<file path="config.mk">
export PLATFORM = sky130hd
export DESIGN_NAME = alvc_limiter
export DESIGN_NICKNAME = d
export VERILOG_FILES = /design/src/sv/accel_limited_velocity_command_macros.svh /design/src/sv/alvc_pkg.sv /design/src/sv/alvc_limiter.sv
export SDC_FILE = /design/constraint.sdc
export NUM_CORES = 1
export LEC_CHECK = 0
export BUFFER_PORTS_ARGS = -buffer_cell sky130_fd_sc_hd__buf_2
export CORE_MARGIN = 2
export CORE_UTILIZATION = 30
export DETAILED_ROUTE_END_ITERATION = 8
export GPL_TIMING_DRIVEN = 0
export PLACE_DENSITY = 0.54
export SLEW_MARGIN = 20
export SYNTH_ARGS = -nofsm -noshare
export SYNTH_HDL_FRONTEND = slang
export SYNTH_SLANG_ARGS = --single-unit
</file>
<file path="constraint.sdc">
create_clock -name vclk -period 38.7
set_clock_uncertainty 0.2 [all_clocks]
set_input_delay 7.74 -clock vclk [all_inputs]
set_output_delay 7.74 -clock vclk [all_outputs]
set_load 0.02 [all_outputs]
</file>
<file path="src/sv/accel_limited_velocity_command_macros.svh">
// ----------------------------------------------------------------------------
// Assertion macros for the limited velocity command block
// Concurrent assertion wrappers, compiled out when ASSERT_OFF is set.
// ----------------------------------------------------------------------------
`ifndef ACCEL_LIMITED_VELOCITY_COMMAND_MACROS_SVH
`define ACCEL_LIMITED_VELOCITY_COMMAND_MACROS_SVH

`ifndef ASSERT_OFF
`define ALVC_ASSERT(label, clk, rst_n, prop, msg) \
	label: assert property (@(posedge clk) disable iff (!rst_n) prop) else $error(msg);
`define ALVC_NEVER(label, clk, rst_n, cond, msg) \
	label: assert property (@(posedge clk) disable iff (!rst_n) !(cond)) else $error(msg);
`else
`define ALVC_ASSERT(label, clk, rst_n, prop, msg)
`define ALVC_NEVER(label, clk, rst_n, cond, msg)
`endif

`endif

</file>
<file path="src/sv/alvc_pkg.sv">
`timescale 1ns / 1ps
// ----------------------------------------------------------------------------
// Limited velocity command package
// Field widths, register map and reset values shared by the block.
// ----------------------------------------------------------------------------
package alvc_pkg;

	localparam int DIST_W  = 16;
	localparam int BEAR_W  = 16;
	localparam int DT_W    = 16;
	localparam int CMD_W   = 16;
	localparam int GAIN_W  = 16;
	localparam int ACC_W   = 16;
	localparam int SPEED_W = 15;
	localparam int CFG_W   = 16;
	localparam int IDX_W   = 3;

	// Targets: linear reaches 2^24 in magnitude, angular 2^18
	localparam int TGT_W   = 26;
	// Step bound: (accel * dt) >> 12
	localparam int BOUND_W = 20;

	// pi/2 in Q3.13, floor of 12867.96
	localparam logic [BEAR_W:0] HALF_PI_Q13 = 17'd12867;

	typedef enum logic [IDX_W-1:0] {
		REG_LIN_GAIN  = 3'd0,
		REG_ANG_GAIN  = 3'd1,
		REG_LIN_ACCEL = 3'd2,
		REG_ANG_ACCEL = 3'd3,
		REG_LIN_SPEED = 3'd4,
		REG_ANG_SPEED = 3'd5
	} cfg_reg_t;

	localparam logic [GAIN_W-1:0]  LIN_GAIN_RST  = 16'd410;
	localparam logic [GAIN_W-1:0]  ANG_GAIN_RST  = 16'd2048;
	localparam logic [ACC_W-1:0]   LIN_ACCEL_RST = 16'd410;
	localparam logic [ACC_W-1:0]   ANG_ACCEL_RST = 16'd2048;
	localparam logic [SPEED_W-1:0] LIN_SPEED_RST = 15'd4096;
	localparam logic [SPEED_W-1:0] ANG_SPEED_RST = 15'd6431;

endpackage

</file>
<file path="src/sv/alvc_limiter.sv">
`timescale 1ns / 1ps
// ----------------------------------------------------------------------------
// Slew and speed limiter
// Moves the previous command toward the target by at most the step bound,
// then clamps the result to the symmetric speed limit.
// ----------------------------------------------------------------------------
module alvc_limiter
	import alvc_pkg::*;
(
	input  logic signed [TGT_W-1:0] target,
	input  logic signed [CMD_W-1:0] prev,
	input  logic [BOUND_W-1:0]      bound,
	input  logic [SPEED_W-1:0]      speed,
	output logic signed [CMD_W-1:0] cmd
);

	localparam int WIDE_W = TGT_W + 2;

	function automatic logic signed [WIDE_W-1:0] clamp_sym(
		input logic signed [WIDE_W-1:0] v,
		input logic signed [WIDE_W-1:0] b
	);
		logic signed [WIDE_W-1:0] r;
		r = v;
		if (v > b) begin
			r = b;
		end else if (v < -b) begin
			r = -b;
		end
		return r;
	endfunction

	logic signed [WIDE_W-1:0] prev_w;
	logic signed [WIDE_W-1:0] diff;
	logic signed [WIDE_W-1:0] step;
	logic signed [WIDE_W-1:0] nxt;
	logic signed [WIDE_W-1:0] lim;

	always_comb begin
		prev_w = WIDE_W'(prev);
		diff   = WIDE_W'(target) - prev_w;
		step   = clamp_sym(diff, $signed(WIDE_W'(bound)));
		nxt    = prev_w + step;
		lim    = clamp_sym(nxt, $signed(WIDE_W'(speed)));
		cmd    = lim[CMD_W-1:0];
	end

endmodule

</file>
==> reports/metrics.cfg <==
[status]
outcome = finished, final reports clean

[detailed_routing]
viasPerCell = 5.43
dr.pass1.iters = 5
drcViolationCount = 0
wirelength_um = 20000
postRouteAntennaNets = 0
vias = 7123
wl_per_cell_um = 15.3
first_iter_violations = 353

[die]
core-area_um2 = 21200
fp.dieW_um = 151
ios = 93
fp.dieArea_um2 = 22900
num_rows = 53
initial_core_util = 0.308
die_y_um = 151

[sta]
slew_headroom = 0.510
setup_viol_count_final = 0
worstMarginPinSlew_ns = 0.730
fin_crit_ns = 26.79
fin_setup_tns_ns = 0
drv_slew = 0
rsz0062_at_grt = false
final-hold-violation-count = 0
fin_ws_ns = 11.91
max_freq_ghz = 0.0373
period_share = 0.692

[grt]
top_usage_layer = met2
grt_use_total = 0.172
grt_pass1_vias = 6799
grt_antenna_before_repair = 0
overflow = 0
met2_usage = 0.301
grt_use_met3 = 0.00422
grt_use_met1 = 0.243
grt_start_max_net_pins = 14
grt_pass1_wl_um = 32700

[clocking]
ctsHoldBuffers = 0
post_cts_buffers = 0
cts-resized-gates = 0

[worst_setup_path]
path_class = primary input to output pin
path_common_cell = a21oi_1
startpoint_type = primary input
cp.required_ns = 30.76
critPathCaptureType = output pin
cp_slowest_cell = xnor2_2
cpPeakStageDelay_ns = 0.56
arrival_ns = 18.85
crit_fanout = 13

[min_path]
min_path_type = primary input to output pin
min_path_cells = 3

[synthesis]
synth_cell_type_count = 67
syn-instance-count = 949
ys_warn_count = 0
synth_area_um2 = 6520
syn_area_per_cell_um2 = 6.87
yosysSeqAreaShare = 0
synthesis.nets = 1168

[cells_and_area]
area_growth_pct = 12.0
nClkBuffers = 0
nets = 1257
register_area_um2 = 0
drive_gt1_frac = 0.108
design.seq.count = 0

[power_and_ir_drop]
p_int_mw = 0.106
power.leakage_nw = 3.53
swShare = 0.595
p_sw_mw = 0.156
power_frac_clock = 0
pwr-share-seq = 0
ir_drop_uv = 14.5
pwr-share-comb = 1.000
p_per_area_nw_per_um2 = 35.9

[placed_design]
hpwl_um = 17300
dp_slack_ns = 12.06
portBuffers = 87
gp_congestion = 0.900

[job]
drv_cap = 0

[Yosys cell counts, types with 3 or more instances]
cell type | n | area [µm²]
a221oi_1 | 3 | 26.3
nand2b_1 | 28 | 175
a21oi_1 | 98 | 490
mux2i_1 | 7 | 70.1
o21ai_1 | 4 | 20.0
nand3_1 | 17 | 85.1
and4_1 | 3 | 26.3
a21o_1 | 36 | 270
and3_1 | 4 | 25.0
clkbuf_1 | 25 | 93.8
nand4_1 | 22 | 138
buf_2 | 8 | 40.0
and2_1 | 4 | 25.0
nor3_1 | 30 | 150
nand2_1 | 72 | 270
o22a_1 | 5 | 43.8
o2111ai_1 | 5 | 43.8
o21ai_0 | 52 | 260
xnor2_1 | 57 | 499
or3_1 | 14 | 87.6
nor4_1 | 3 | 18.8
o21bai_1 | 5 | 37.5
a31o_2 | 4 | 35.0
o211ai_1 | 13 | 97.6
xor2_1 | 20 | 175
o32ai_1 | 4 | 35.0
o31ai_1 | 9 | 67.6
ha_1 | 140 | 1750
o2bb2ai_1 | 3 | 26.3
nor2b_1 | 14 | 87.6
a211o_1 | 4 | 35.0
a31oi_1 | 16 | 100
inv_1 | 77 | 289
nor2_1 | 65 | 244
a211oi_1 | 9 | 67.6
o21a_1 | 26 | 195
[cell families after synthesis]
| kind of cell | Yosys count | share of synthesized area |
|---|---|---|
| muxes | 8 | 0.0125 |
| and+or+nand+nor | 286 | 0.218 |
| buffers and inverters | 114 | 0.0695 |
| AOI/OAI and AO/OA | 320 | 0.318 |
| xor gates and xnor gates | 78 | 0.106 |
| adders and majority gates | 143 | 0.276 |
[power groups by stage]
| stage | combinational (mW) | clock (mW) | sequential, mW |
|---|---|---|---|
| 6_report | 0.262 | 0.00000000346 | 0 |
| 5_1_grt | 0.299 | 0 | 0 |
| 4_1_cts | 0.263 | 0 | 0 |
| 3_5_place_dp | 0.261 | 0 | 0 |
| 3_3_place_gp | 0.261 | 0 | 0 |
| 2_1_floorplan | 0.196 | 0 | 0 |
[placed cells by master, fill, tap and decap left out, drive strengths merged, types with 5 or more instances in the layout]
master   count
nand2b      28
nand2       72
xor2        20
a211oi       9
nor4         5
o21bai       5
mux2i        7
clkbuf      25
a21oi       99
a31o         5
o2111ai      5
nor3        30
a31oi       16
o22a         5
inv         77
ha         140
nand4       22
nor2b       14
or3         14
o211ai      13
o31ai        9
nand3       17
nor2        65
o21ai       56
a21o        36
xnor2       58
buf         99
o21a        26
[stage by stage]
stage               cell area [µm²]   util  hold slack (ns)  power (mW)  instances
floorplan                      6520      -            15.48       0.196        949
global placement               7300  0.345            15.70       0.261       1311
detailed placement             7300  0.345            15.69       0.261       1311
CTS                            7300  0.345            15.69       0.263       1311
global route                   7300  0.345            15.70       0.299       1311
finish                         7300  0.345            15.69       0.262       1312
[final timing paths]
kind      from      end
max   prev[15]  cmd[12]
min   speed[3]   cmd[3]
[area by class of cell]
class | count | area, µm²
fillers | 2353 | 13900
well taps | 275 | 344
multi-input cells | 835 | 6070
plain buffers | 37 | 164
diodes | 1 | 2.50
repair buffers | 87 | 435
inverters | 77 | 289
[layer usage]
layer  share of wire  wire length [µm]  vias up
li1                -                 -     3676
met1            0.49              9820     3275
met2            0.46              9170      165
met3           0.040               803        7
met4           0.011               223        0
met5               0                 0        -
[worst max-delay path: cells and delay by family]
kind,cells,cell delay (ns)
and+or+nand+nor,5,0.73
xor gates and xnor gates,3,0.95
buffers and inverters,11,2.81
AOI/OAI and AO/OA,24,5.25
adders and majority gates,4,1.38
Note: power is estimated with default switching activity, not from simulation.
